File: src/rtl/chr_pkg.sv
// shared types, constants, control store and helpers for the cascaded rolling history
`default_nettype none

package chr_pkg;

	localparam int unsigned SLOTS_DEFAULT = 60;
	localparam int unsigned TIME_W = 48;
	localparam int unsigned DATA_W = 32;
	localparam int unsigned PEAK_W = 31;
	localparam int unsigned DIV_BITS = 8;
	localparam int unsigned DIV_STEPS = TIME_W / DIV_BITS;
	localparam int unsigned NUM_RINGS = 4;
	localparam int unsigned RING_W = 2;
	localparam int unsigned UPC_W = 5;

	localparam logic [RING_W-1:0] RING_TICK = RING_W'(0);
	localparam logic [RING_W-1:0] RING_HOUR = RING_W'(NUM_RINGS - 1);

	typedef enum logic [2:0] {
		MODE_SET     = 3'd0,
		MODE_ADD     = 3'd1,
		MODE_SET_UPD = 3'd2,
		MODE_UPD     = 3'd3,
		MODE_READ    = 3'd4,
		MODE_CLEAR   = 3'd5
	} mode_t;

	typedef enum logic [3:0] {
		OP_NOP,
		OP_DIV_LOAD,
		OP_DIV_STEP,
		OP_DIGIT,
		OP_CLEAR,
		OP_WR_ADD,
		OP_WR_SET,
		OP_RING_INIT,
		OP_SCAN,
		OP_PEAK,
		OP_AGG,
		OP_OUT
	} op_t;

	typedef enum logic [3:0] {
		COND_NEXT,
		COND_GOTO,
		COND_WAIT,
		COND_LOOP,
		COND_DIG_MORE,
		COND_NOT_CLR,
		COND_NOT_ADD,
		COND_NOT_SET,
		COND_NOT_UPD,
		COND_RING_LAST
	} cond_t;

	typedef logic [UPC_W-1:0] upc_t;

	typedef struct packed {
		op_t   op;
		cond_t cond;
		upc_t  target;
	} ucw_t;

	typedef struct packed {
		logic load;
		logic step;
	} div_ctl_t;

	typedef struct packed {
		logic clr;
		logic we;
	} ring_ctl_t;

	localparam upc_t UPC_IDLE     = upc_t'(0);
	localparam upc_t UPC_LOAD     = upc_t'(1);
	localparam upc_t UPC_DIV      = upc_t'(2);
	localparam upc_t UPC_DIGIT    = upc_t'(3);
	localparam upc_t UPC_CLR_TST  = upc_t'(4);
	localparam upc_t UPC_CLEAR    = upc_t'(5);
	localparam upc_t UPC_ADD_TST  = upc_t'(6);
	localparam upc_t UPC_ADD      = upc_t'(7);
	localparam upc_t UPC_SET_TST  = upc_t'(8);
	localparam upc_t UPC_SET      = upc_t'(9);
	localparam upc_t UPC_UPD_TST  = upc_t'(10);
	localparam upc_t UPC_SCAN     = upc_t'(11);
	localparam upc_t UPC_DRAIN    = upc_t'(12);
	localparam upc_t UPC_PEAK     = upc_t'(13);
	localparam upc_t UPC_AGG_DIV  = upc_t'(14);
	localparam upc_t UPC_AGG      = upc_t'(15);
	localparam upc_t UPC_RD       = upc_t'(16);
	localparam upc_t UPC_OUT      = upc_t'(17);

	// control store: one word per step
	function automatic ucw_t ucode(input upc_t pc);
		ucw_t w;
		w = '{OP_NOP, COND_GOTO, UPC_IDLE};
		unique case (pc)
			UPC_IDLE:    w = '{OP_NOP,       COND_WAIT,      UPC_IDLE};
			UPC_LOAD:    w = '{OP_DIV_LOAD,  COND_NEXT,      UPC_IDLE};
			UPC_DIV:     w = '{OP_DIV_STEP,  COND_LOOP,      UPC_DIV};
			UPC_DIGIT:   w = '{OP_DIGIT,     COND_DIG_MORE,  UPC_DIV};
			UPC_CLR_TST: w = '{OP_NOP,       COND_NOT_CLR,   UPC_ADD_TST};
			UPC_CLEAR:   w = '{OP_CLEAR,     COND_GOTO,      UPC_RD};
			UPC_ADD_TST: w = '{OP_NOP,       COND_NOT_ADD,   UPC_SET_TST};
			UPC_ADD:     w = '{OP_WR_ADD,    COND_GOTO,      UPC_RD};
			UPC_SET_TST: w = '{OP_NOP,       COND_NOT_SET,   UPC_UPD_TST};
			UPC_SET:     w = '{OP_WR_SET,    COND_NEXT,      UPC_IDLE};
			UPC_UPD_TST: w = '{OP_RING_INIT, COND_NOT_UPD,   UPC_RD};
			UPC_SCAN:    w = '{OP_SCAN,      COND_LOOP,      UPC_SCAN};
			UPC_DRAIN:   w = '{OP_NOP,       COND_NEXT,      UPC_IDLE};
			UPC_PEAK:    w = '{OP_PEAK,      COND_RING_LAST, UPC_RD};
			UPC_AGG_DIV: w = '{OP_DIV_STEP,  COND_LOOP,      UPC_AGG_DIV};
			UPC_AGG:     w = '{OP_AGG,       COND_GOTO,      UPC_SCAN};
			UPC_RD:      w = '{OP_NOP,       COND_NEXT,      UPC_IDLE};
			UPC_OUT:     w = '{OP_OUT,       COND_GOTO,      UPC_IDLE};
			default:     w = '{OP_NOP,       COND_GOTO,      UPC_IDLE};
		endcase
		return w;
	endfunction

	// clamp a wide signed value into the q16.16 range
	function automatic logic signed [DATA_W-1:0] sat32(input logic signed [TIME_W-1:0] x);
		logic signed [TIME_W-1:0] hi;
		logic signed [TIME_W-1:0] lo;
		hi = TIME_W'({1'b0, {(DATA_W-1){1'b1}}});
		lo = -hi - TIME_W'(1);
		if (x > hi) begin
			return {1'b0, {(DATA_W-1){1'b1}}};
		end else if (x < lo) begin
			return {1'b1, {(DATA_W-1){1'b0}}};
		end else begin
			return x[DATA_W-1:0];
		end
	endfunction

endpackage

`default_nettype wire

File: src/rtl/chr_ring.sv
// one ring of q16.16 slots with per-slot valid bits and a registered read port
`default_nettype none

module chr_ring import chr_pkg::*; #(
	parameter int unsigned SLOTS = SLOTS_DEFAULT
) (
	input  logic                        clk,
	input  logic                        arst_n,
	input  ring_ctl_t                   ctl,
	input  logic [$clog2(SLOTS)-1:0]    waddr,
	input  logic signed [DATA_W-1:0]    wdata,
	input  logic [$clog2(SLOTS)-1:0]    raddr,
	output logic signed [DATA_W-1:0]    rdata
);

	logic signed [DATA_W-1:0] mem [SLOTS];
	logic [SLOTS-1:0]         vld_q;
	logic signed [DATA_W-1:0] rd_q;
	logic                     rd_vld_q;

	always_ff @(posedge clk) begin
		if (ctl.we) begin
			mem[waddr] <= wdata;
		end
		rd_q <= mem[raddr];
	end

	// a slot never written since reset or clear reads as zero
	always_ff @(posedge clk or negedge arst_n) begin
		if (!arst_n) begin
			vld_q <= '0;
			rd_vld_q <= 1'b0;
		end else begin
			rd_vld_q <= vld_q[raddr];
			if (ctl.clr) begin
				vld_q <= '0;
			end else if (ctl.we) begin
				vld_q[waddr] <= 1'b1;
			end
		end
	end

	assign rdata = rd_vld_q ? rd_q : '0;

endmodule

`default_nettype wire

File: config.mk
export PLATFORM = sky130hd
export DESIGN_NAME = chr_ring
export DESIGN_NICKNAME = d
export VERILOG_FILES = /design/src/rtl/chr_pkg.sv /design/src/rtl/chr_ring.sv
export SDC_FILE = /design/constraint.sdc
export NUM_CORES = 2
export LEC_CHECK = 0
export ABC_AREA = 1
export BUFFER_PORTS_ARGS = -buffer_cell sky130_fd_sc_hd__buf_2
export CAP_MARGIN = 20
export CORE_UTILIZATION = 40
export DETAILED_ROUTE_END_ITERATION = 6
export GPL_ROUTABILITY_DRIVEN = 1
export RECOVER_POWER = 100
export SLEW_MARGIN = 0
export SYNTH_ARGS = -nofsm -noshare
export SYNTH_HDL_FRONTEND = slang
export SYNTH_SLANG_ARGS = --single-unit
File: constraint.sdc
create_clock -name clk -period 1.5 [get_ports clk]
set_input_delay 0.15 -clock clk [delete_from_list [all_inputs] [get_ports clk]]
set_output_delay 0.15 -clock clk [all_outputs]
set_load 0.02 [all_outputs]
# Yosys cells after proc, flatten, opt, wreduce, memory -nomap -nowiden

Memory sizes are Yosys's and may differ from the RTL's. A register that Yosys moved wholly into a read port is not among the register bits.
Cells that the tools add are included.

Flip-flop bits (word level): 61
RAM bits: 1920
Bits of input ports: 48
Word-level logic and storage cells: 18
Memories: 1

Memory list:

| name | words | bits a word | read ports | clocked after Yosys merged registers in | write ports | line           | source |
|---|---|---|---|---|---|---|---|
| mem  | 60    | 32          | 1          | 1                                       | 1           | chr_ring.sv:16 | `logic signed [DATA_W-1:0] mem [SLOTS];` |

Order comparisons: 3
Mux-type cells: 9
Bitwise operators: 1
Reductions and logical operators: 2

Operator list:

| kind                                                                                | count |
|---|---|
| 60-bit two-way mux                                                                  | 2 |
| 60-bit OR                                                                           | 1 |
| 32-bit two-way mux                                                                  | 1 |
| 6-bit by 7-bit less-than comparator with 1-bit output, second input constant        | 2 |
| 1-bit binary-select mux with 6-bit select                                           | 1 |
| 1-bit demux with 6-bit select                                                       | 1 |
| 6-bit by 1-bit greater-or-equal comparator with 1-bit output, second input constant | 1 |
| 1-bit two-way mux                                                                   | 4 |
| 2-bit nonzero test                                                                  | 1 |
| 1-bit logical AND                                                                   | 1 |

# Depth between registers and ports, before layout

Depth in word-level cells: 7
Gate-level depth with buffers: 16
Mapped depth without buffers: 12

# Least setup slack after synthesis

No wires, ideal clock.

Path type: input to register
From: in waddr[5]
To: mem mem[44][0] (enable)
Setup time: 464 ps
Data arrival time: 2791 ps
Slack: -1754 ps
Cell stages on the path: 6
Cells stage by stage: inv_1 nor2_1 inv_1 nor2_1 inv_1 nor3_1

RTL lines:

| element     | line           | source |
|---|---|---|
| from (decl) | chr_ring.sv:10 | `input logic [$clog2(SLOTS)-1:0] waddr,` |
| to (decl)   | chr_ring.sv:16 |  |

No word-level cell before the write port.

# Worst setup path after layout

From: reg rd_vld_q
To: out rdata[29]

Cells in the longest elaborated chain, start to end: 1

Ends and longest elaborated chain:

| element                | line           | source |
|---|---|---|
| from (decl)            | chr_ring.sv:19 | `logic rd_vld_q;` |
| from (signal assigned) | chr_ring.sv:34 | `rd_vld_q <= vld_q[raddr];` |
| 32-bit two-way mux     | chr_ring.sv:43 | `assign rdata = rd_vld_q ? rd_q : '0;` |
| to (decl)              | chr_ring.sv:13 | `output logic signed [DATA_W-1:0] rdata` |

Every way passes these cells.

==> summary.txt <==
Outcome
  • Run status: finished with violations
  • Violations in the final reports: capacitance limit, slew limit, setup timing

Clock network
  • Clock Latency Late Sink: 0.85 ns
  • TritonCTS clock tree: yes
  • H-tree depth reported by CTS: 4
  • Library cell used as clock root buffer: sky130_fd_sc_hd__clkbuf_16
  • Number of buffers added by the clock tree synthesis step: 203
  • Clk sinks: 2013
  • Clock slew at the register clock pins of the worst setup and hold paths: 0.06 ns
  • Clk buf depth: 3

Power and ir drop
  • Switching part of the total: 23.16%
  • Power density normalized to cell area: 1226 nW/µm²
  • Power spent charging and discharging nets: 0.02794 W
  • Seq pwr share: 51.7%
  • Internal power: 0.09268 W
  • Proportion of power drawn by the clock network: 40.9%
  • Leakage dissipation: 37.01 nW
  • Maximum resistive drop on vdd: 1.229 mV
  • Logic pwr share: 7.4%

Placed design
  • Total of buffers placed on input and output ports: 79
  • Final HPWL from detailed placement: 146200 µm
  • GPL Wtd Cong: 0.8549
  • Area of placed instances: 91390 µm²

Floorplanning
  • Die X-Extent: 455.8 µm
  • Die footprint: 207700 µm²
  • Starting density of the core: 40.26%
  • Die height: 455.8 µm
  • Number of placed I/O pins: 80
  • Floorplan row count: 166
  • Core Region: 204600 µm²

Detailed routing
  • DR vias/cell: 5.294
  • Routed wire per std cell: 22.48 µm
  • Starting DRC count in detailed routing: 5915
  • Drc violations: 0
  • Count of nets left with antenna violations after detail routing: 0
  • Final Routed Wirelength: 238700 µm
  • Total via count in the routed design: 56220
  • Number of iterations in the first detailed-routing pass: 6

Final layout
  • Final std cell area, no fill: 98360 µm²
  • Signed area change from the synthesized netlist to the final layout: 19.41%
  • Share of post-route cells with drive strength above 1: 14.20%
  • Final #Nets: 7808

Synth
  • Gate count after technology mapping: 7265
  • Mean cell area of the mapped netlist: 11.34 µm²
  • Distinct cell type count of the synthesized netlist: 23
  • Count of yosys warnings during synthesis: 0
  • Post-synthesis sequential area ratio: 72.62%
  • Flops & latches, synth: 2013
  • Area of the mapped netlist: 82370 µm²
  • Net count after synthesis: 7313

Global routing
  • Antenna violations before repair: 4
  • Number of global-route vias before repair: 54350
  • Pin count of the biggest net entering global routing: 62
  • Gr usage total: 22.60%
  • Gr ovfl total: 0
  • Global-route wire length before repair: 352800 µm

Min path
  • Path type of the worst min-delay path: in -> reg

Critical path
  • Arrival @ worst endpoint: 2.01 ns
  • Startpoint Class: register
  • WP data required: 1.35 ns
  • Category of the most critical setup path: reg -> out
  • Endpoint class of the critical path: output pin
  • Cells traversed along the worst timing path: buf_12 -> buf_12 -> buf_16 -> nand2_2 -> inv_2 -> buf_6
  • Slowest cell delay on critical path: 0.47 ns
  • CP max FO: 5
  • Top cell by count, worst path: sky130_fd_sc_hd__buf_12
  • Cell at the slowest stage of the critical path: sky130_fd_sc_hd__dfrtp_2

Timing
  • PnR worst setup slack: -0.6632 ns
  • Final slew viol count: 84
  • Post-route clock skew: 0.04150 ns
  • Unrepaired setup endpoints after global routing: true
  • Post-route clock period utilization: 144.2%
  • Hold Vio Cnt, Final: 0
  • Hold slack final: 0.07111 ns
  • Total setup violations reported at the end of the flow: 828
  • Worst-margin pin slew: 1.566 ns
  • Relative slew slack: -4.369%
  • Achievable frequency: 462.3 MHz
  • Crit path time final: 2.163 ns

Run
  • Count of maximum capacitance violations: 2
-- layout make-up --
cell class / instances / area [µm²]
repair buffers: 718 / 7635
well taps: 2688 / 3363
inverters: 504 / 1968
flip-flops and latches: 2013 / 59820
diodes: 1 / 2.502
clock buffers: 285 / 5488
multi-input cells: 4320 / 19150
clock inverters: 90 / 924.6
fillers: 17960 / 106200
-- sequential cells by signal, summed over array words and instances (netlist names) --
signal,flops
mem,1920
vld_q,60
rd_q,32
rd_vld_q,1
-- routing by layer --
metal	GRT usage [%]	vias to the layer above	routed length, µm
met5	0	-	11
met2	36.59	2104	112200
met1	31.14	27920	102200
met3	2.990	408	15500
li1	-	25780	-
met4	8.188	2	8738
-- power groups by stage --
stage	clock, W	sequential [W]	combinational (W)
floorplan	0	0.0633	0.00421
global placement	0	0.0635	0.00852
detailed placement	0	0.0635	0.00861
CTS	0.0500	0.0623	0.00898
global route	0.0520	0.0624	0.00968
finish	0.0493	0.0624	0.00895
-- cell usage in the layout (no fill, tap or decap), types with 43 or more instances in the layout --
cell / count
sky130_fd_sc_hd__a21oi_1: 70
sky130_fd_sc_hd__buf_12: 168
sky130_fd_sc_hd__buf_4: 339
sky130_fd_sc_hd__clkbuf_1: 92
sky130_fd_sc_hd__clkbuf_16: 206
sky130_fd_sc_hd__dfrtp_1: 60
sky130_fd_sc_hd__edfxtp_1: 1920
sky130_fd_sc_hd__inv_1: 456
sky130_fd_sc_hd__nand2_1: 1545
sky130_fd_sc_hd__nand3_1: 870
sky130_fd_sc_hd__nor2_1: 1034
sky130_fd_sc_hd__nor2_4: 43
sky130_fd_sc_hd__o211ai_1: 62
sky130_fd_sc_hd__o21ai_0: 519
sky130_fd_sc_hd__o21ai_1: 62
-- Yosys cell counts (all sizes together) --
library cell / n / area share (%)
dfxtp: 32 / 0.78
inv: 503 / 2.3
clkbuf: 164 / 0.75
buf: 264 / 1.9
nand3: 879 / 5.3
clkinv: 1 / 0.0046
nor2: 1087 / 5.0
nor3: 17 / 0.10
a21oi: 78 / 0.47
or2: 24 / 0.18
o211ai: 62 / 0.57
o21ai: 581 / 3.5
nand2: 1592 / 7.3
edfxtp: 1920 / 70
dfrtp: 61 / 1.9
-- critical path: cells and delay by family (launching register included) --
kind | cells | cell delay, ns
buf+inv | 5 | 0.63
flops | 1 | 0.47
simple gates | 1 | 0.06
-- through the flow --
| step | setup TNS (ns) | total power (W) | util, % | setup WS [ns] | cells |
|---|---|---|---|---|---|
| after CTS | -20.93 | 0.1213 | 48.15 | -0.6999 | 10600 |
| after global placement | -610.40 | 0.07198 | 44.66 | -0.7386 | 10190 |
| final | -56.92 | 0.1206 | 48.08 | -0.6632 | 10620 |
| after floorplan | -294.24 | 0.06752 | - | -0.3071 | 7265 |
| after detailed placement | -624.46 | 0.07207 | 44.67 | -0.8109 | 10190 |
| after global routing | -123.36 | 0.1240 | 48.08 | -0.7053 | 10620 |
-- final timing paths --
path | startpoint | end | slack (ns) | cells after the start
max | rd_vld_q | rdata[29] | -0.66 | 6
min | waddr[5] | vld_q[23] | 0.07 | 7
max reg2reg | mem[13][21] | rd_q[21] | 0.04 | 8
min reg2reg | vld_q[21] | vld_q[21] | 0.50 | 2
max in group asynchronous | arst_n | vld_q[47] | 0.09 | 4
min in group asynchronous | arst_n | vld_q[23] | 0.65 | 4
-- cell families after synthesis --
family	after synthesis	synth area share (%)
compound gates	721	4.569
buf+inv	932	4.970
flops	2013	72.62
simple gates	3599	17.84
-- timing repair --
item	in CTS	in global routing
cloned	3	3
hold buffers	28	8
endpoints found under the hold margin	886	397
pin swaps	1	15
buffers inserted	2	6
setup endpoints to repair	37	274
gates resized for setup	123	64
Note: power is estimated with default switching activity, not from simulation.
