<file path="config.mk">
export PLATFORM = sky130hd
export DESIGN_NAME = chr_div
export DESIGN_NICKNAME = d
export VERILOG_FILES = /design/src/rtl/chr_pkg.sv /design/src/rtl/chr_div.sv
export SDC_FILE = /design/constraint.sdc
export NUM_CORES = 1
export LEC_CHECK = 0
export BUFFER_PORTS_ARGS = -buffer_cell sky130_fd_sc_hd__buf_2
export CORE_ASPECT_RATIO = 2
export CORE_MARGIN = 1.5
export CORE_UTILIZATION = 45
export DETAILED_ROUTE_END_ITERATION = 16
export PLACE_DENSITY = 0.76
export SKIP_CTS_REPAIR_TIMING = 1
export SLEW_MARGIN = 0
export SYNTH_ARGS = -nofsm -noshare
export SYNTH_HDL_FRONTEND = slang
export SYNTH_SLANG_ARGS = --single-unit
export TNS_END_PERCENT = 1
</file>
<file path="constraint.sdc">
create_clock -name clk -period 14.84 [get_ports clk]
set_input_delay 1.484 -clock clk [delete_from_list [all_inputs] [get_ports clk]]
set_output_delay 1.484 -clock clk [all_outputs]
set_load 0.01 [all_outputs]
</file>
<file path="src/rtl/chr_pkg.sv">
// shared types, constants, control store and helpers for the cascaded rolling history
`default_nettype none

package chr_pkg;

	localparam int unsigned SLOTS_DEFAULT = 60;
	localparam int unsigned TIME_W = 48;
	localparam int unsigned DATA_W = 32;
	localparam int unsigned PEAK_W = 31;
	localparam int unsigned DIV_BITS = 8;
	localparam int unsigned DIV_STEPS = TIME_W / DIV_BITS;
	localparam int unsigned NUM_RINGS = 4;
	localparam int unsigned RING_W = 2;
	localparam int unsigned UPC_W = 5;

	localparam logic [RING_W-1:0] RING_TICK = RING_W'(0);
	localparam logic [RING_W-1:0] RING_HOUR = RING_W'(NUM_RINGS - 1);

	typedef enum logic [2:0] {
		MODE_SET     = 3'd0,
		MODE_ADD     = 3'd1,
		MODE_SET_UPD = 3'd2,
		MODE_UPD     = 3'd3,
		MODE_READ    = 3'd4,
		MODE_CLEAR   = 3'd5
	} mode_t;

	typedef enum logic [3:0] {
		OP_NOP,
		OP_DIV_LOAD,
		OP_DIV_STEP,
		OP_DIGIT,
		OP_CLEAR,
		OP_WR_ADD,
		OP_WR_SET,
		OP_RING_INIT,
		OP_SCAN,
		OP_PEAK,
		OP_AGG,
		OP_OUT
	} op_t;

	typedef enum logic [3:0] {
		COND_NEXT,
		COND_GOTO,
		COND_WAIT,
		COND_LOOP,
		COND_DIG_MORE,
		COND_NOT_CLR,
		COND_NOT_ADD,
		COND_NOT_SET,
		COND_NOT_UPD,
		COND_RING_LAST
	} cond_t;

	typedef logic [UPC_W-1:0] upc_t;

	typedef struct packed {
		op_t   op;
		cond_t cond;
		upc_t  target;
	} ucw_t;

	typedef struct packed {
		logic load;
		logic step;
	} div_ctl_t;

	typedef struct packed {
		logic clr;
		logic we;
	} ring_ctl_t;

	localparam upc_t UPC_IDLE     = upc_t'(0);
	localparam upc_t UPC_LOAD     = upc_t'(1);
	localparam upc_t UPC_DIV      = upc_t'(2);
	localparam upc_t UPC_DIGIT    = upc_t'(3);
	localparam upc_t UPC_CLR_TST  = upc_t'(4);
	localparam upc_t UPC_CLEAR    = upc_t'(5);
	localparam upc_t UPC_ADD_TST  = upc_t'(6);
	localparam upc_t UPC_ADD      = upc_t'(7);
	localparam upc_t UPC_SET_TST  = upc_t'(8);
	localparam upc_t UPC_SET      = upc_t'(9);
	localparam upc_t UPC_UPD_TST  = upc_t'(10);
	localparam upc_t UPC_SCAN     = upc_t'(11);
	localparam upc_t UPC_DRAIN    = upc_t'(12);
	localparam upc_t UPC_PEAK     = upc_t'(13);
	localparam upc_t UPC_AGG_DIV  = upc_t'(14);
	localparam upc_t UPC_AGG      = upc_t'(15);
	localparam upc_t UPC_RD       = upc_t'(16);
	localparam upc_t UPC_OUT      = upc_t'(17);

	// control store: one word per step
	function automatic ucw_t ucode(input upc_t pc);
		ucw_t w;
		w = '{OP_NOP, COND_GOTO, UPC_IDLE};
		unique case (pc)
			UPC_IDLE:    w = '{OP_NOP,       COND_WAIT,      UPC_IDLE};
			UPC_LOAD:    w = '{OP_DIV_LOAD,  COND_NEXT,      UPC_IDLE};
			UPC_DIV:     w = '{OP_DIV_STEP,  COND_LOOP,      UPC_DIV};
			UPC_DIGIT:   w = '{OP_DIGIT,     COND_DIG_MORE,  UPC_DIV};
			UPC_CLR_TST: w = '{OP_NOP,       COND_NOT_CLR,   UPC_ADD_TST};
			UPC_CLEAR:   w = '{OP_CLEAR,     COND_GOTO,      UPC_RD};
			UPC_ADD_TST: w = '{OP_NOP,       COND_NOT_ADD,   UPC_SET_TST};
			UPC_ADD:     w = '{OP_WR_ADD,    COND_GOTO,      UPC_RD};
			UPC_SET_TST: w = '{OP_NOP,       COND_NOT_SET,   UPC_UPD_TST};
			UPC_SET:     w = '{OP_WR_SET,    COND_NEXT,      UPC_IDLE};
			UPC_UPD_TST: w = '{OP_RING_INIT, COND_NOT_UPD,   UPC_RD};
			UPC_SCAN:    w = '{OP_SCAN,      COND_LOOP,      UPC_SCAN};
			UPC_DRAIN:   w = '{OP_NOP,       COND_NEXT,      UPC_IDLE};
			UPC_PEAK:    w = '{OP_PEAK,      COND_RING_LAST, UPC_RD};
			UPC_AGG_DIV: w = '{OP_DIV_STEP,  COND_LOOP,      UPC_AGG_DIV};
			UPC_AGG:     w = '{OP_AGG,       COND_GOTO,      UPC_SCAN};
			UPC_RD:      w = '{OP_NOP,       COND_NEXT,      UPC_IDLE};
			UPC_OUT:     w = '{OP_OUT,       COND_GOTO,      UPC_IDLE};
			default:     w = '{OP_NOP,       COND_GOTO,      UPC_IDLE};
		endcase
		return w;
	endfunction

	// clamp a wide signed value into the q16.16 range
	function automatic logic signed [DATA_W-1:0] sat32(input logic signed [TIME_W-1:0] x);
		logic signed [TIME_W-1:0] hi;
		logic signed [TIME_W-1:0] lo;
		hi = TIME_W'({1'b0, {(DATA_W-1){1'b1}}});
		lo = -hi - TIME_W'(1);
		if (x > hi) begin
			return {1'b0, {(DATA_W-1){1'b1}}};
		end else if (x < lo) begin
			return {1'b1, {(DATA_W-1){1'b0}}};
		end else begin
			return x[DATA_W-1:0];
		end
	endfunction

endpackage

`default_nettype wire

</file>
<file path="src/rtl/chr_div.sv">
// shift-subtract divider by the slot count, several quotient bits per cycle while it is stepped
`default_nettype none

module chr_div import chr_pkg::*; #(
	parameter int unsigned SLOTS = SLOTS_DEFAULT
) (
	input  logic                             clk,
	input  div_ctl_t                         ctl,
	input  logic [TIME_W-1:0]                din,
	output logic [TIME_W-1:0]                quo,
	output logic [$clog2(SLOTS)-1:0]         rem
);

	localparam int unsigned IDX_W = $clog2(SLOTS);
	localparam logic [IDX_W:0] SLOTS_V = (IDX_W+1)'(SLOTS);

	logic [TIME_W-1:0] quo_q;
	logic [IDX_W-1:0]  rem_q;
	logic [TIME_W-1:0] d;
	logic [IDX_W-1:0]  r;
	logic [IDX_W:0]    trial;

	always_comb begin
		d = quo_q;
		r = rem_q;
		trial = '0;
		for (int i = 0; i < DIV_BITS; i++) begin
			trial = {r, d[TIME_W-1]};
			d = {d[TIME_W-2:0], 1'b0};
			if (trial >= SLOTS_V) begin
				d[0] = 1'b1;
				r = IDX_W'(trial - SLOTS_V);
			end else begin
				r = trial[IDX_W-1:0];
			end
		end
	end

	always_ff @(posedge clk) begin
		if (ctl.load) begin
			quo_q <= din;
			rem_q <= '0;
		end else if (ctl.step) begin
			quo_q <= d;
			rem_q <= r;
		end
	end

	assign quo = quo_q;
	assign rem = rem_q;

endmodule

`default_nettype wire

</file>
Word level (Yosys, flattened, before mapping)
Cells that the tools add are included.
- word-level logic and storage cells: 37
- input port bits: 51
- bits in registers: 54
- mux-type cells: 18
- $add $sub $neg: 8
- reduce and logical (&&, ||, !) cells: 1
- magnitude comparators: 8
- operators by type and width (kind ; number):
    2-to-1 mux 48 bit ; 2
    >= comparator 7 x 6 -> 1 bit, second input constant ; 8
    2-to-1 mux 6 bit ; 8
    subtractor 6 bit, second input constant ; 8
    2-to-1 mux 1 bit ; 8
    nonzero test 2 bit ; 1

Longest topological paths before layout
- depth in word-level cells: 18
- gate-level depth with buffers: 22
- depth with buffers taken out: 22

Worst setup path after synthesis
Ideal clock, no wire load.
- kind: reg2reg
- from: register rem_q[2], in the netlist rem[2]
- to: register rem_q[3], in the netlist rem[3]
- setup slack: 9.684 ns
- data arrival time: 5.039 ns
- clock period less this slack: 5.156 ns
- cell stages (with the launch flop): 22
- required time: 14.723 ns
- path buffers: 0
- path through: dfxtp_1 ha_1 or3b_4 nand2_1 a31oi_1 ha_1 a21o_1 o2111ai_1 nand2_1 a31oi_1 ha_1 nand3b_1 o32ai_1 or2_1 o32a_1 ha_1 mux2_4 o31a_4 nor2b_4 mux2_4 mux2_1 a32o_1
- longest elaborated chain between the ends: 16
- elaborated cells between the ends (all ways): 24
- those cells by class: add/sub (8); order compare (8); mux (8)
- RTL lines (what ; line ; text):
    from (decl) ; chr_div.sv:18 ; logic [IDX_W-1:0] rem_q;
    from (signal assigned) ; chr_div.sv:45 ; rem_q <= r;
    subtractor 6 bit / >= comparator 7 x 6 -> 1 bit (equally long branches) ; chr_div.sv:32, chr_div.sv:30 ;
    2-to-1 mux 6 bit * ; chr_div.sv:30 ; if (trial >= SLOTS_V) begin
    subtractor 6 bit / >= comparator 7 x 6 -> 1 bit (equally long branches) ; chr_div.sv:32, chr_div.sv:30 ;
    2-to-1 mux 6 bit * ; chr_div.sv:30 ;
    subtractor 6 bit / >= comparator 7 x 6 -> 1 bit (equally long branches) ; chr_div.sv:32, chr_div.sv:30 ;
    2-to-1 mux 6 bit * ; chr_div.sv:30 ;
    >= comparator 7 x 6 -> 1 bit / subtractor 6 bit (equally long branches) ; chr_div.sv:30, chr_div.sv:32 ;
    2-to-1 mux 6 bit * ; chr_div.sv:30 ;
    subtractor 6 bit / >= comparator 7 x 6 -> 1 bit (equally long branches) ; chr_div.sv:32, chr_div.sv:30 ;
    2-to-1 mux 6 bit * ; chr_div.sv:30 ;
    subtractor 6 bit / >= comparator 7 x 6 -> 1 bit (equally long branches) ; chr_div.sv:32, chr_div.sv:30 ;
    2-to-1 mux 6 bit * ; chr_div.sv:30 ;
    >= comparator 7 x 6 -> 1 bit / subtractor 6 bit (equally long branches) ; chr_div.sv:30, chr_div.sv:32 ;
    2-to-1 mux 6 bit * ; chr_div.sv:30 ;
    subtractor 6 bit / >= comparator 7 x 6 -> 1 bit (equally long branches) ; chr_div.sv:32, chr_div.sv:30 ;
    2-to-1 mux 6 bit * ; chr_div.sv:30 ;
Every way passes the cells marked *; elsewhere a longest branch is shown, timed or not.
A chain may end at the register's enable or synchronous reset.

Worst setup path after layout
- from: register rem_q[1], in the netlist rem[1]
- to: register rem_q[3], in the netlist rem[3]
- longest elaborated chain between the ends: 16
- elaborated cells between the ends (all ways): 24
- those cells by class: add/sub (8); order compare (8); mux (8)
- RTL lines (what ; line):
    subtractor 6 bit / >= comparator 7 x 6 -> 1 bit (equally long branches) ; chr_div.sv:32, chr_div.sv:30
    2-to-1 mux 6 bit * ; chr_div.sv:30
    subtractor 6 bit / >= comparator 7 x 6 -> 1 bit (equally long branches) ; chr_div.sv:32, chr_div.sv:30
    2-to-1 mux 6 bit * ; chr_div.sv:30
    subtractor 6 bit / >= comparator 7 x 6 -> 1 bit (equally long branches) ; chr_div.sv:32, chr_div.sv:30
    2-to-1 mux 6 bit * ; chr_div.sv:30
    subtractor 6 bit / >= comparator 7 x 6 -> 1 bit (equally long branches) ; chr_div.sv:32, chr_div.sv:30
    2-to-1 mux 6 bit * ; chr_div.sv:30
    >= comparator 7 x 6 -> 1 bit / subtractor 6 bit (equally long branches) ; chr_div.sv:30, chr_div.sv:32
    2-to-1 mux 6 bit * ; chr_div.sv:30
    subtractor 6 bit / >= comparator 7 x 6 -> 1 bit (equally long branches) ; chr_div.sv:32, chr_div.sv:30
    2-to-1 mux 6 bit * ; chr_div.sv:30
    subtractor 6 bit / >= comparator 7 x 6 -> 1 bit (equally long branches) ; chr_div.sv:32, chr_div.sv:30
    2-to-1 mux 6 bit * ; chr_div.sv:30
    subtractor 6 bit / >= comparator 7 x 6 -> 1 bit (equally long branches) ; chr_div.sv:32, chr_div.sv:30
    2-to-1 mux 6 bit * ; chr_div.sv:30
Marks and branches as above.

==> metrics.md <==
| Metric | Value |
|---|---|
| Pre-antenna DRT Iters | `4` |
| Mapped Nets | `400` |
| Endpoints failing hold | `0` |
| Measured slew at the worst slew-check pin | `1016 ps` |
| Clock Sinks | `54` |
| Syn_area_per_cell | `11.10 µm²` |
| Slew headroom | `32.19%` |
| Worst endpoint required time | `15030 ps` |
| Nature of the critical path endpoint | `flop` |
| Die ar. | `9006 µm²` |
| Antenna-violating nets left | `0` |
| H-tree Lvls | `2` |
| FF/Latch Area | `1562 µm²` |
| Top cell by count, worst path | `ha_1` |
| GP Congestion | `0.9222` |
| WP data arrival | `6090 ps` |
| PortBufs | `104` |
| DR iter-0 viols | `181` |
| Post-Syn Area | `3786 µm²` |
| Number of flops mapped to enable cells by yosys | `48` |
| Share of the synthesized area in the top cell type | `38.07%` |
| Final instance area | `4489 µm²` |
| CP Buf/Inv Count | `0` |
| CTS root buf | `clkbuf_16` |
| I/O pin cnt | `105` |
| Main area contributors after synthesis | `edfxtp_1 (38%), mux2_2 (13%), dfxtp_1 (3.2%)` |
| Initial Utilization | `45.99%` |
| Share of cells above drive strength 1 | `42.47%` |
| Cells after Synth | `341` |
| Worst r2r src | `rem[1]$_SDFFE_PP0P_` |
| Core ar. | `8233 µm²` |
| Via count | `3177` |
| Placed Instance Area | `4348 µm²` |
| Total Power | `946.6 µW` |
| CP Launch Type | `flop` |
| Warnings, synthesis | `0` |
| Min-Delay Startpoint | `quo[41]$_DFFE_PP_` |
| DRC viols | `0` |
| FF+latch count, synth | `54` |
| Initial antenna violation count | `0` |
| Worst Skew | `4.615 ps` |
| Wirelength per Cell | `17.65 µm` |
| Routed WL | `9458 µm` |
| Fin. max-slew vios | `0` |
| Crit-path leading delay family | `compound AO/OA/AOI/OAI gates` |
| Die span in x | `67.86 µm` |
| Final Cycle Share | `39.73%` |
| Max-cap violations | `0` |
| Pwr Density | `210.9 nW/µm²` |
| Largest net degree at the start of global routing | `59` |
| Ys flop type | `edfxtp_1` |
| Cell taking the most area after synthesis | `edfxtp_1` |
| CTS Buf Count | `5` |
| Total GRT Usage | `22.54%` |
| Unique masters post-synth | `78` |
| Min-delay worst type | `flop to flop` |
| Multi-input combinational cell area | `2095 µm²` |
| Setup TNS | `0 ps` |
| Clock Latency Late Sink | `290 ps` |
| Final #Nets | `496` |
| Fill cells | `724` |
| CP max stage cell | `o32ai_1` |
| Grt total ovfl | `0` |
| Deepest clock path buffer count | `2` |
| Crit Path Category | `flop to flop` |
| Via density | `5.927` |
| Diode count | `0` |
| Status | `finished, final reports clean` |
| First-pass GRT wire length | `15480 µm` |
| Vias in the first global route | `3273` |
| Final setup viols | `0` |
| Fin crit period | `5897 ps` |
| Leakage | `1.876 nW` |
| Die Ht | `132.7 µm` |
| RSZ-0062 raised after global routing | `false` |
| Num rows | `47` |
| Fmax achieved | `169.6 MHz` |
| CP Launch Point | `rem[1]$_SDFFE_PP0P_` |
| Ys async rst share | `0%` |
| Critical path cell sequence | `ha_1 -> nor3b_1 -> a311oi_1 -> a31oi_1 -> ha_1 -> nand3_1 -> o2111ai_1 -> nand2_1 -> a31oi_1 -> ha_1 -> nand3b_1 -> o32ai_1 -> o211ai_1 -> o41a_1 -> and3_1 -> a211oi_1 -> nand2_1 -> mux2_4 -> mux2_1 -> a32o_1` |
| CTS tree | `done` |
| Clock slew at reported path FFs | `70 ps` |
| Post-DP HPWL | `7358 µm` |
| Growth of design area from synthesis to finish | `18.57%` |
| Slowest stage delay, CP | `630 ps` |
| Worst vdd ir | `0.1190 mV` |
| CP max FO | `12` |
| Sequential fraction of the synthesis area | `41.24%` |
## cells by family after synthesis
logic type / count (synthesis) / share of synthesized area [%]
buffers and inverters: 27 / 3.437
multiplexers: 60 / 18.24
AND/OR/NAND/NOR: 101 / 15.07
AO/OA/AOI/OAI: 86 / 18.21
XOR/XNOR: 5 / 1.157
flip-flops: 54 / 41.24
adder cells (fa/ha/maj): 8 / 2.644
## registers in the layout, indices dropped and copies added, names as in the netlist
register,count
rem,6
quo,48
## cells in the mapped netlist (2+ instances only)
| cell type | n |
|---|---|
| o211a_1 | 2 |
| and3b_1 | 2 |
| nand2_1 | 24 |
| mux2i_1 | 7 |
| mux2_4 | 5 |
| and2_1 | 9 |
| nor3_1 | 7 |
| nand2b_1 | 3 |
| buf_6 | 2 |
| a211oi_2 | 2 |
| xnor2_1 | 4 |
| o2111ai_1 | 2 |
| and3_1 | 5 |
| mux2i_2 | 2 |
| a211oi_1 | 5 |
| o21a_1 | 2 |
| ha_1 | 8 |
| edfxtp_1 | 48 |
| nor3b_1 | 2 |
| a211o_1 | 3 |
| a21oi_1 | 10 |
| buf_4 | 3 |
| buf_1 | 4 |
| buf_2 | 2 |
| nand4_1 | 5 |
| a32oi_1 | 2 |
| clkbuf_1 | 5 |
| o32ai_1 | 2 |
| inv_1 | 11 |
| nand3b_1 | 2 |
| a2111oi_0 | 3 |
| nand3_1 | 3 |
| a31oi_1 | 5 |
| a311oi_1 | 3 |
| a32o_1 | 2 |
| nor2_1 | 22 |
| mux2_2 | 45 |
| and3_4 | 2 |
| a21o_1 | 7 |
| a311oi_2 | 2 |
| dfxtp_1 | 6 |
| and4_1 | 2 |
| o21ai_0 | 14 |
## report_power, final
part           internal [mW]  switching, mW
Clock                 0.0617         0.0525
Combinational          0.264          0.335
Sequential             0.203         0.0311
## layout make-up
cell class	count	area share, %
clock inverters	3	0.3623
multi-input cells	260	46.66
well taps	98	2.731
inverters	11	0.9197
flip-flops and latches	54	34.78
clock buffers	5	2.787
repair buffers	105	11.76
## layout by cell type, fill, tap and decap left out, types with 4 or more instances in the layout
cell,Yosys,routed
xnor2_1,4,4
mux2_4,5,5
nor2_1,22,22
dfxtp_1,6,6
clkbuf_16,0,5
and3_1,5,5
ha_1,8,8
mux2i_1,7,7
inv_1,11,10
a21o_1,7,7
buf_2,2,104
mux2_2,45,45
a21oi_1,10,10
nand4_1,5,5
a31oi_1,5,5
nor3_1,7,7
edfxtp_1,48,48
nand2_1,24,24
a211oi_1,5,5
and2_1,9,9
o21ai_0,14,14
## path summary, 6_finish.rpt
kind                               to  slack [ps]  cells after the start
hold reg to reg   rem[1]$_SDFFE_PP0P_         530                      2
hold / removal    rem[1]$_SDFFE_PP0P_         530                      2
setup reg to reg  rem[3]$_SDFFE_PP0P_        8940                     20
setup / recovery  rem[3]$_SDFFE_PP0P_        8940                     20
## stage by stage
stage                     hold WS (ps)  utilization, %  setup slack, ps  cells
after floorplan                  484.0               -             9684    341
after global placement           519.0           52.81             9208    528
after detailed placement         523.8           52.81             9053    528
after CTS                        539.8           54.53             9026    536
after global routing             573.8           54.53             8384    536
final                            532.9           54.53             8943    536
## worst register-to-register path, cell delays in order, from the launching register on
cell and delay (ps):
dfxtp_1 560, ha_1 260, nor3b_1 310, a311oi_1 180, a31oi_1 190, ha_1 210, nand3_1 120, o2111ai_1 190
nand2_1 120, a31oi_1 330, ha_1 310, nand3b_1 170, o32ai_1 630, o211ai_1 300, o41a_1 250, and3_1 250
a211oi_1 410, nand2_1 140, mux2_4 310, mux2_1 310, a32o_1 250
## routing by layer
metal	wire (µm)	GRT usage [%]
met1	3378	24.21
met3	316	3.571
met2	5335	39.92
met4	428	12.56
met5	0	0
No activity file was read; power rests on OpenSTA's default activity.
